<file path="src/hw/rtl/rbmnr_pkg.sv">
// Shared types, constants and helpers for the ROM bank mapper with nibble RAM.
// No dependencies.
`default_nettype none

package rbmnr_pkg;

    // Bus access kinds carried by one item.
    typedef enum logic [1:0] {
        ACT_ROM_RD  = 2'd0,
        ACT_CTRL_WR = 2'd1,
        ACT_RAM_RD  = 2'd2,
        ACT_RAM_WR  = 2'd3
    } t_action;

    localparam int unsigned BANK_W      = 4;
    localparam int unsigned COUNT_W     = 5;
    localparam int unsigned ADDR_W      = 16;
    localparam int unsigned DATA_W      = 8;
    localparam int unsigned NIB_W       = 4;
    localparam int unsigned ROM_ADDR_W  = 18;
    localparam int unsigned ROM_OFS_W   = 14;

    localparam logic [COUNT_W-1:0] BANK_COUNT_RST = 5'd16;
    localparam logic [BANK_W-1:0]  BANK_RST       = 4'd1;
    localparam logic [NIB_W-1:0]   RAM_EN_KEY     = 4'hA;
    localparam logic [DATA_W-1:0]  RD_OPEN_BUS    = 8'hFF;
    localparam logic [NIB_W-1:0]   RD_HIGH_NIB    = 4'hF;
    // RAM window 0xA000..0xBFFF is exactly bus_address[15:13] == 3'b101.
    localparam logic [2:0]         RAM_WIN_TAG    = 3'b101;
    localparam int unsigned        CTRL_SEL_BIT   = 8;

    // Remainder of a 4-bit value by a 5-bit count, restoring long division,
    // one bit per step. A count of zero acts as one.
    function automatic logic [BANK_W-1:0] bank_mod(input logic [BANK_W-1:0]  num,
                                                    input logic [COUNT_W-1:0] cnt);
        logic [COUNT_W:0] den;
        logic [COUNT_W:0] rem;
        den = (cnt == '0) ? (COUNT_W+1)'(1) : {1'b0, cnt};
        rem = '0;
        for (int i = BANK_W - 1; i >= 0; i--) begin
            rem = {rem[COUNT_W-1:0], num[i]};
            if (rem >= den) begin
                rem = rem - den;
            end
        end
        return rem[BANK_W-1:0];
    endfunction

endpackage

`default_nettype wire

</file>
<file path="src/hw/rtl/rom_bank_mapper_nibble_ram_top.sv">
// Top level of the cartridge ROM bank mapper with a built-in 512 x 4 nibble RAM.
// Depends on rbmnr_pkg and rbmnr_ram.
// Accept loads stage 1 and the RAM read; stage 1 computes into the output register.
// Throughput: 1 item per cycle unless output stalls, set by the single RAM read port.
// Reset: control state clears at once; then a clearing pass zeroes the RAM,
// all RAM_DEPTH entries, with no item accepted. Config writes are always taken.
`default_nettype none

module rom_bank_mapper_nibble_ram_top #(
    parameter int unsigned RAM_DEPTH = 512
) (
    input  wire logic                               i_clk,
    input  wire logic                               i_rst_n,
    // config write channel: bank_count
    input  wire logic                               i_cfg_valid,
    output logic                                    o_cfg_ready,
    input  wire logic [rbmnr_pkg::COUNT_W-1:0]      i_cfg_data,
    // input item channel
    input  wire logic                               i_in_valid,
    output logic                                    o_in_ready,
    input  wire logic [1:0]                         i_action,
    input  wire logic [rbmnr_pkg::ADDR_W-1:0]       i_bus_address,
    input  wire logic [rbmnr_pkg::DATA_W-1:0]       i_write_data,
    // result item channel
    output logic                                    o_out_valid,
    input  wire logic                               i_out_ready,
    output logic      [rbmnr_pkg::ROM_ADDR_W-1:0]   o_rom_byte_address,
    output logic                                    o_rom_address_valid,
    output logic      [rbmnr_pkg::DATA_W-1:0]       o_read_data,
    output logic                                    o_bank_changed
);

    import rbmnr_pkg::*;

    localparam int unsigned IDX_W = $clog2(RAM_DEPTH);

    // ------------------------------------------------------------------
    // Architectural state
    // ------------------------------------------------------------------
    logic [COUNT_W-1:0] r_bank_count;
    logic [BANK_W-1:0]  r_bank, n_bank;
    logic               r_ram_en, n_ram_en;

    // RAM clearing pass after reset
    logic               r_clr_active;
    logic [IDX_W-1:0]   r_clr_addr;

    // Stage 1: item waits here while its RAM read completes
    logic               r_s1_valid;
    t_action            r_s1_action;
    logic [ADDR_W-1:0]  r_s1_addr;
    logic [NIB_W-1:0]   r_s1_nib;
    logic               r_s1_fwd;       // RAM read overlapped a write to the same entry
    logic [NIB_W-1:0]   r_s1_fwd_nib;

    // Output register
    logic                  r_out_valid;
    logic [ROM_ADDR_W-1:0] r_out_rom_addr;
    logic                  r_out_rom_vld;
    logic [DATA_W-1:0]     r_out_rdata;
    logic                  r_out_changed;

    // ------------------------------------------------------------------
    // Handshakes
    // ------------------------------------------------------------------
    logic w_s1_fire;
    logic w_in_fire;

    assign w_s1_fire  = r_s1_valid && (!r_out_valid || i_out_ready);
    assign o_in_ready = !r_clr_active && (!r_s1_valid || w_s1_fire);
    assign w_in_fire  = i_in_valid && o_in_ready;
    assign o_cfg_ready = 1'b1;

    // ------------------------------------------------------------------
    // Nibble RAM: read issued at accept, write done when stage 1 retires
    // ------------------------------------------------------------------
    logic             w_ram_we;
    logic [IDX_W-1:0] w_ram_waddr;
    logic [NIB_W-1:0] w_ram_wdata;
    logic [NIB_W-1:0] w_ram_rdata;
    logic             w_item_we;      // stage 1 RAM write, valid when it retires
    logic [IDX_W-1:0] w_s1_idx;
    logic [IDX_W-1:0] w_in_idx;

    assign w_s1_idx = r_s1_addr[IDX_W-1:0];
    assign w_in_idx = i_bus_address[IDX_W-1:0];

    always_comb begin
        if (r_clr_active) begin
            w_ram_we    = 1'b1;
            w_ram_waddr = r_clr_addr;
            w_ram_wdata = '0;
        end else begin
            w_ram_we    = w_s1_fire && w_item_we;
            w_ram_waddr = w_s1_idx;
            w_ram_wdata = r_s1_nib;
        end
    end

    rbmnr_ram #(
        .WIDTH (NIB_W),
        .DEPTH (RAM_DEPTH)
    ) u_ram (
        .i_clk   (i_clk),
        .i_we    (w_ram_we),
        .i_waddr (w_ram_waddr),
        .i_wdata (w_ram_wdata),
        .i_re    (w_in_fire),
        .i_raddr (w_in_idx),
        .o_rdata (w_ram_rdata)
    );

    // ------------------------------------------------------------------
    // Stage 1 compute: decode the access against current state
    // ------------------------------------------------------------------
    logic                  w_in_win;
    logic                  w_ram_ok;
    logic [NIB_W-1:0]      w_rd_nib;
    logic [BANK_W-1:0]     w_rom_bank;
    logic [BANK_W-1:0]     w_ld_raw;
    logic [BANK_W-1:0]     w_ld_mod;
    logic [BANK_W-1:0]     w_ld_bank;
    logic                  w_low_area;
    logic [ROM_ADDR_W-1:0] n_out_rom_addr;
    logic                  n_out_rom_vld;
    logic [DATA_W-1:0]     n_out_rdata;
    logic                  n_out_changed;

    assign w_in_win   = (r_s1_addr[ADDR_W-1:ADDR_W-3] == RAM_WIN_TAG);
    assign w_ram_ok   = r_ram_en && w_in_win;
    assign w_rd_nib   = r_s1_fwd ? r_s1_fwd_nib : w_ram_rdata;
    assign w_low_area = (r_s1_addr[ADDR_W-1:ROM_OFS_W] == '0);

    // bank lookups: current bank for ROM reads, loaded nibble for control writes
    assign w_rom_bank = w_low_area ? '0 : bank_mod(r_bank, r_bank_count);
    assign w_ld_raw   = (r_s1_nib == '0) ? BANK_RST : r_s1_nib;
    assign w_ld_mod   = bank_mod(w_ld_raw, r_bank_count);
    assign w_ld_bank  = (w_ld_mod == '0) ? BANK_RST : w_ld_mod;

    always_comb begin
        n_bank         = r_bank;
        n_ram_en       = r_ram_en;
        w_item_we      = 1'b0;
        n_out_rom_addr = '0;
        n_out_rom_vld  = 1'b0;
        n_out_rdata    = '0;
        n_out_changed  = 1'b0;
        unique case (r_s1_action)
            ACT_ROM_RD: begin
                n_out_rom_addr = {w_rom_bank, r_s1_addr[ROM_OFS_W-1:0]};
                n_out_rom_vld  = 1'b1;
            end
            ACT_CTRL_WR: begin
                if (w_low_area) begin
                    if (r_s1_addr[CTRL_SEL_BIT]) begin
                        n_bank        = w_ld_bank;
                        n_out_changed = (w_ld_bank != r_bank);
                    end else begin
                        n_ram_en = (r_s1_nib == RAM_EN_KEY);
                    end
                end
            end
            ACT_RAM_RD: begin
                n_out_rdata = w_ram_ok ? {RD_HIGH_NIB, w_rd_nib} : RD_OPEN_BUS;
            end
            ACT_RAM_WR: begin
                w_item_we = w_ram_ok;
            end
            default: begin
                n_out_rdata = '0;
            end
        endcase
    end

    // ------------------------------------------------------------------
    // Registers
    // ------------------------------------------------------------------
    always_ff @(posedge i_clk) begin
        if (!i_rst_n) begin
            r_bank_count <= BANK_COUNT_RST;
            r_bank       <= BANK_RST;
            r_ram_en     <= 1'b0;
            r_clr_active <= 1'b1;
            r_clr_addr   <= '0;
            r_s1_valid   <= 1'b0;
            r_out_valid  <= 1'b0;
        end else begin
            if (i_cfg_valid && o_cfg_ready) begin
                r_bank_count <= i_cfg_data;
            end
            if (r_clr_active) begin
                r_clr_addr <= r_clr_addr + IDX_W'(1);
                if (r_clr_addr == IDX_W'(RAM_DEPTH - 1)) begin
                    r_clr_active <= 1'b0;
                end
            end
            if (w_s1_fire) begin
                r_bank   <= n_bank;
                r_ram_en <= n_ram_en;
            end
            if (w_in_fire) begin
                r_s1_valid <= 1'b1;
            end else if (w_s1_fire) begin
                r_s1_valid <= 1'b0;
            end
            if (w_s1_fire) begin
                r_out_valid <= 1'b1;
            end else if (i_out_ready) begin
                r_out_valid <= 1'b0;
            end
        end
    end

    // payload, no reset
    always_ff @(posedge i_clk) begin
        if (w_in_fire) begin
            r_s1_action  <= t_action'(i_action);
            r_s1_addr    <= i_bus_address;
            r_s1_nib     <= i_write_data[NIB_W-1:0];
            // write retiring this cycle to the entry being read: RAM returns old data
            r_s1_fwd     <= w_ram_we && (w_ram_waddr == w_in_idx);
            r_s1_fwd_nib <= w_ram_wdata;
        end
        if (w_s1_fire) begin
            r_out_rom_addr <= n_out_rom_addr;
            r_out_rom_vld  <= n_out_rom_vld;
            r_out_rdata    <= n_out_rdata;
            r_out_changed  <= n_out_changed;
        end
    end

    assign o_out_valid         = r_out_valid;
    assign o_rom_byte_address  = r_out_rom_addr;
    assign o_rom_address_valid = r_out_rom_vld;
    assign o_read_data         = r_out_rdata;
    assign o_bank_changed      = r_out_changed;

    // ------------------------------------------------------------------
    // Assertions
    // ------------------------------------------------------------------
    // a stalled stage 1 must keep its RAM read data
    a_s1_rdata_hold: assert property (@(posedge i_clk) disable iff (!i_rst_n)
        (r_s1_valid && !w_s1_fire) |=> $stable(w_ram_rdata))
        else $error("RAM read data changed under a stalled item");

    // the selected bank is never zero
    a_bank_nonzero: assert property (@(posedge i_clk) disable iff (!i_rst_n)
        r_bank != '0)
        else $error("selected bank is zero");

    // a new result only ever comes from stage 1
    a_out_from_s1: assert property (@(posedge i_clk) disable iff (!i_rst_n)
        $rose(r_out_valid) |-> $past(r_s1_valid))
        else $error("result appeared without an item in stage 1");

    // no item reaches stage 1 while the RAM is being cleared
    a_no_item_in_clear: assert property (@(posedge i_clk) disable iff (!i_rst_n)
        r_clr_active |=> !$rose(r_s1_valid))
        else $error("item accepted during RAM clearing pass");

endmodule

`default_nettype wire

</file>
<file path="src/hw/rtl/rbmnr_ram.sv">
// Generic single-write, single-read synchronous RAM with registered read data.
// No dependencies.
`default_nettype none

module rbmnr_ram #(
    parameter int unsigned WIDTH = 4,
    parameter int unsigned DEPTH = 512
) (
    input  wire logic                     i_clk,
    input  wire logic                     i_we,
    input  wire logic [$clog2(DEPTH)-1:0] i_waddr,
    input  wire logic [WIDTH-1:0]         i_wdata,
    input  wire logic                     i_re,
    input  wire logic [$clog2(DEPTH)-1:0] i_raddr,
    output logic      [WIDTH-1:0]         o_rdata
);

    logic [WIDTH-1:0] r_mem [DEPTH];
    logic [WIDTH-1:0] r_rdata;

    always_ff @(posedge i_clk) begin
        if (i_we) begin
            r_mem[i_waddr] <= i_wdata;
        end
        // read data holds until the next read
        if (i_re) begin
            r_rdata <= r_mem[i_raddr];
        end
    end

    assign o_rdata = r_rdata;

endmodule

`default_nettype wire

</file>
<file path="config.mk">
export PLATFORM = sky130hd
export DESIGN_NAME = rom_bank_mapper_nibble_ram_top
export DESIGN_NICKNAME = d
export VERILOG_FILES = /design/src/hw/rtl/rbmnr_pkg.sv /design/src/hw/rtl/rom_bank_mapper_nibble_ram_top.sv /design/src/hw/rtl/rbmnr_ram.sv
export SDC_FILE = /design/constraint.sdc
export NUM_CORES = 2
export LEC_CHECK = 0
export BUFFER_PORTS_ARGS = -buffer_cell sky130_fd_sc_hd__buf_4
export CAP_MARGIN = 20
export CORE_MARGIN = 2
export CORE_UTILIZATION = 63
export CTS_CLUSTER_DIAMETER = 60
export CTS_CLUSTER_SIZE = 16
export DETAILED_ROUTE_END_ITERATION = 10
export PLACE_DENSITY_LB_ADDON = 0.12
export SYNTH_ARGS = -nofsm -noshare
export SYNTH_HDL_FRONTEND = slang
export SYNTH_SLANG_ARGS = --single-unit
</file>
<file path="constraint.sdc">
create_clock -name i_clk -period 22.9 [get_ports i_clk]
set_input_delay 0 -clock i_clk [delete_from_list [all_inputs] [get_ports i_clk]]
set_output_delay 0 -clock i_clk [all_outputs]
set_load 0.01 [all_outputs]
</file>
==> impl_metrics.py <==
metrics = {
    "grt": {
        "first_global_vias": 39900,
        "antenna_found_initial": 0,
        "grt_pass1_wl_um": 266000,
        "grt_start_max_net_pins": 268,
        "grt_overflow": 0,
        "all_layer_gr_usage_pct": 26.7,
    },
    "pwr": {
        "p_leak_nw": 29.8,
        "power_density_mw_per_mm2": 77.6,
        "ir_drop_uv": 79.7,
    },
    "die": {
        "dieWidth_um": 371,
        "floorplan.die.height_um": 371,
        "dieArea_mm2": 0.138,
        "core_region_area_mm2": 0.133,
        "floorplan.rows": 134,
        "boundaryPins": 67,
        "start_util_pct": 63.5,
    },
    "cts": {
        "postCtsSetupRepairBufs": 0,
        "cts_buffer_depth": 3,
        "numCtsBuffers": 158,
        "clkTransAtPathRegs_ns": 0.07,
        "cts_tree": "yes",
        "clk_latency_ns": 0.81,
        "cts.sinks": 2126,
        "cts_htree_levels": 4,
        "clock_tree.root_cell": "sky130_fd_sc_hd__clkbuf_16",
        "cts.repair.resized": 0,
    },
    "logic_synthesis": {
        "synthDistinctLibCells": 62,
        "synth_enable_flop_cells": 2104,
        "synth_cells": 3989,
        "async_flop_share_pct": 0,
        "ys_ff_latch": 2126,
        "netlist_area_mm2": 0.0848,
        "mappedNetlistNets": 4066,
        "synth-main-ff-cell": "sky130_fd_sc_hd__edfxtp_1",
        "syn-mean-instance-area_um2": 21.3,
        "yosys_warnings": 0,
        "ys_seq_area_share_pct": 75.0,
    },
    "placement": {
        "routability_congestion": 0.813,
        "buffer_ports.inserted": 61,
        "place_hpwl_um": 101000,
        "placedCellCount": 5617,
        "place_ws_ns": 14.76,
        "placed_cell_area_mm2": 0.0870,
    },
    "cells_and_area": {
        "final_cell_mix": "sky130_fd_sc_hd__edfxtp_1, sky130_fd_sc_hd__mux4_2, sky130_fd_sc_hd__nor2_1, sky130_fd_sc_hd__clkbuf_16, sky130_fd_sc_hd__buf_4",
        "fin_nets": 4144,
        "final_cells": 5889,
        "finalInstanceArea_mm2": 0.0921,
        "layout_commonest_cell": "sky130_fd_sc_hd__edfxtp_1",
        "area.growth.synth_to_final_pct": 8.67,
        "layout-drive-gt1-share_pct": 25.0,
    },
    "timing": {
        "slew-limit-headroom_pct": 13.6,
        "timing_max_transition_violations_final": 0,
        "worst_setup_skew_after_layout_ns": 0.0332,
        "final.period_utilization_pct": 36.3,
        "layout_setup_ws_ns": 14.58,
        "max_freq_ghz": 0.120,
        "timing_hold_violations_final": 0,
        "period_needed_ns": 8.32,
        "final.setup.tns_ns": 0,
        "setup_viol": 0,
        "grt_setup_unrepaired": "no",
        "worst_pin_slew_ns": 1.30,
    },
    "worst_setup_path": {
        "cp_data_required_time_ns": 23.43,
        "setup.reg_to_reg.worst_slack_ns": 14.58,
        "max_incr_delay_on_cp_ns": 0.64,
        "worst_r2r_endpoint": "o_bank_changed",
        "r2r.worst_path.cells": 29,
        "critPathKind": "reg2reg",
        "crit_path_max_fanout": 9,
        "worstReg2RegStart": "r_bank_count[1]",
        "category_of_the_worst_setup_path_launch_point": "flip-flop",
        "timing.critical_path.from": "r_bank_count[1]",
        "crit_end": "o_bank_changed",
        "worst_setup_path_end_kind": "flip-flop",
        "worst_ep_arrival_time_ns": 8.85,
        "cpMaxStageDelayCell": "sky130_fd_sc_hd__a311oi_2",
    },
    "route": {
        "number_of_detailed_route_iterations_in_the_first_pass": 5,
        "postRouteAntennaNets": 0,
        "dr.first_iter.drc_count": 4522,
        "dr_total_vias": 39400,
        "viasPerCell": 6.70,
        "routed_wire_length_per_instance_um": 30.3,
        "drcViolationCount": 0,
        "detail_route.wirelength_um": 179000,
    },
    "job": {
        "max-cap-violations": 0,
    },
    "worst_hold_path": {
        "min_path_type": "in2reg",
    },
    "outcome": {
        "outcome": "finished clean",
    },
}
## cells by family after synthesis
| kind of cell | count (synthesis) | share of synthesized area [%] |
|---|---|---|
| AO/OA/AOI/OAI | 90 | 0.773 |
| XOR/XNOR | 29 | 0.300 |
| adder cells (fa/ha/maj) | 41 | 0.658 |
| buffers and inverters | 281 | 1.33 |
| flip-flops | 2126 | 75.0 |
| multiplexers | 715 | 18.5 |
| other | 1 | 0.00442 |
| AND/OR/NAND/NOR | 706 | 3.41 |
## layer usage
metal / vias to the layer above / global-route usage, % / share of wire [%]
met5: - / 0 / 0
met4: 0 / 7.82 / 2.7
met3: 257 / 4.27 / 8.0
met2: 1821 / 42.5 / 49
met1: 20900 / 39.5 / 40
li1: 16500 / - / -
## where the power goes
group	internal, mW	total (mW)	leakage, nW	switching, mW
combinational	0.161	0.352	6.76	0.191
sequential	4.21	4.21	20.8	0.00260
clock	1.32	2.59	2.20	1.27
## critical path, delay by kind of cell, from the launching register on
kind                       cells  cell delay, ns
AOI/OAI and AO/OA             13            2.84
muxes                          2            0.63
adders and majority gates      4            1.52
and+or+nand+nor               10            2.61
DFF                            1            0.45
## what timing repair did
action                     CTS  global route
hold buffers                57             0
hold endpoints to repair    73             0
setup endpoints to repair    0             0
## worst min path at each step
| stage | startpoint | to | slack [ns] | cells after the start |
|---|---|---|---|---|
| 6_report | i_in_valid | r_s1_addr[5] | 0.05 | 2 |
| 5_1_grt | i_in_valid | r_s1_addr[5] | 0.05 | 2 |
| 4_1_cts | i_in_valid | r_s1_addr[5] | 0.02 | 2 |
| 3_5_place_dp | i_write_data[0] | r_s1_nib[0] | 0.18 | 1 |
| 3_3_place_gp | i_write_data[3] | r_s1_nib[3] | 0.18 | 1 |
| 2_1_floorplan | i_action[0] | r_s1_action[0] | 0.1 | 0 |
## state kept, by name, summed over array words and instances (netlist names)
| register | cells |
|---|---|
| r_s1_fwd | 1 |
| u_ram.o_rdata | 4 |
| r_clr_addr | 9 |
| u_ram.r_mem | 2048 |
| r_s1_fwd_nib | 4 |
| r_ram_en | 1 |
| o_out_valid | 1 |
| o_rom_address_valid | 1 |
| o_bank_changed | 1 |
| r_clr_active | 1 |
| o_read_data | 5 |
| r_s1_action | 2 |
| r_bank | 4 |
| o_rom_byte_address | 18 |
| r_s1_nib | 4 |
| r_s1_valid | 1 |
| r_bank_count | 5 |
| r_s1_addr | 16 |
## Yosys cell counts, types with 3 or more instances
library cell | number | area [um^2]
sky130_fd_sc_hd__o21ai_1 | 3 | 15.0
sky130_fd_sc_hd__nor3b_1 | 3 | 22.5
sky130_fd_sc_hd__o21ai_0 | 17 | 85.1
sky130_fd_sc_hd__dfxtp_1 | 22 | 440
sky130_fd_sc_hd__nor2_1 | 546 | 2050
sky130_fd_sc_hd__nor2b_1 | 17 | 106
sky130_fd_sc_hd__nand2b_1 | 5 | 31.3
sky130_fd_sc_hd__buf_2 | 49 | 245
sky130_fd_sc_hd__buf_4 | 4 | 30.0
sky130_fd_sc_hd__a21boi_0 | 5 | 37.5
sky130_fd_sc_hd__a31oi_1 | 3 | 18.8
sky130_fd_sc_hd__buf_1 | 23 | 86.3
sky130_fd_sc_hd__o21a_1 | 4 | 30.0
sky130_fd_sc_hd__xnor2_1 | 15 | 131
sky130_fd_sc_hd__ha_1 | 35 | 438
sky130_fd_sc_hd__nor3_1 | 8 | 40.0
sky130_fd_sc_hd__mux2i_1 | 27 | 270
sky130_fd_sc_hd__a21oi_1 | 21 | 105
sky130_fd_sc_hd__or3_1 | 3 | 18.8
sky130_fd_sc_hd__a211oi_1 | 3 | 22.5
sky130_fd_sc_hd__a21o_1 | 10 | 75.1
sky130_fd_sc_hd__mux4_2 | 680 | 15300
sky130_fd_sc_hd__nand3_1 | 5 | 25.0
sky130_fd_sc_hd__nand4_1 | 7 | 43.8
sky130_fd_sc_hd__fa_1 | 6 | 120
sky130_fd_sc_hd__mux2_2 | 8 | 90.1
sky130_fd_sc_hd__edfxtp_1 | 2104 | 63200
sky130_fd_sc_hd__nand2_1 | 77 | 289
sky130_fd_sc_hd__xor2_1 | 14 | 123
sky130_fd_sc_hd__and2_1 | 22 | 138
sky130_fd_sc_hd__clkbuf_1 | 175 | 657
sky130_fd_sc_hd__inv_1 | 30 | 113
## through the flow
step / total power, mW / hold WS, ns / util (%)
floorplan: 4.55 / 0.0989 / -
global placement: 4.64 / 0.179 / 65.2
detailed placement: 4.64 / 0.181 / 65.2
CTS: 7.20 / 0.0192 / 69.0
global route: 7.34 / 0.0469 / 69.0
finish: 7.15 / 0.0467 / 69.0
## cell type report
class,instances,area (um^2)
Antenna cell,1,2.50
Clock buffer,176,4110
Clock inverter,37,398
Sequential cell,2126,63600
Inverter,30,113
Fill cell,8126,41300
Multi-Input combinational cell,1582,20100
Tap cell,1768,2210
Timing Repair Buffer,169,1550
Note: power is estimated with default switching activity, not from simulation.
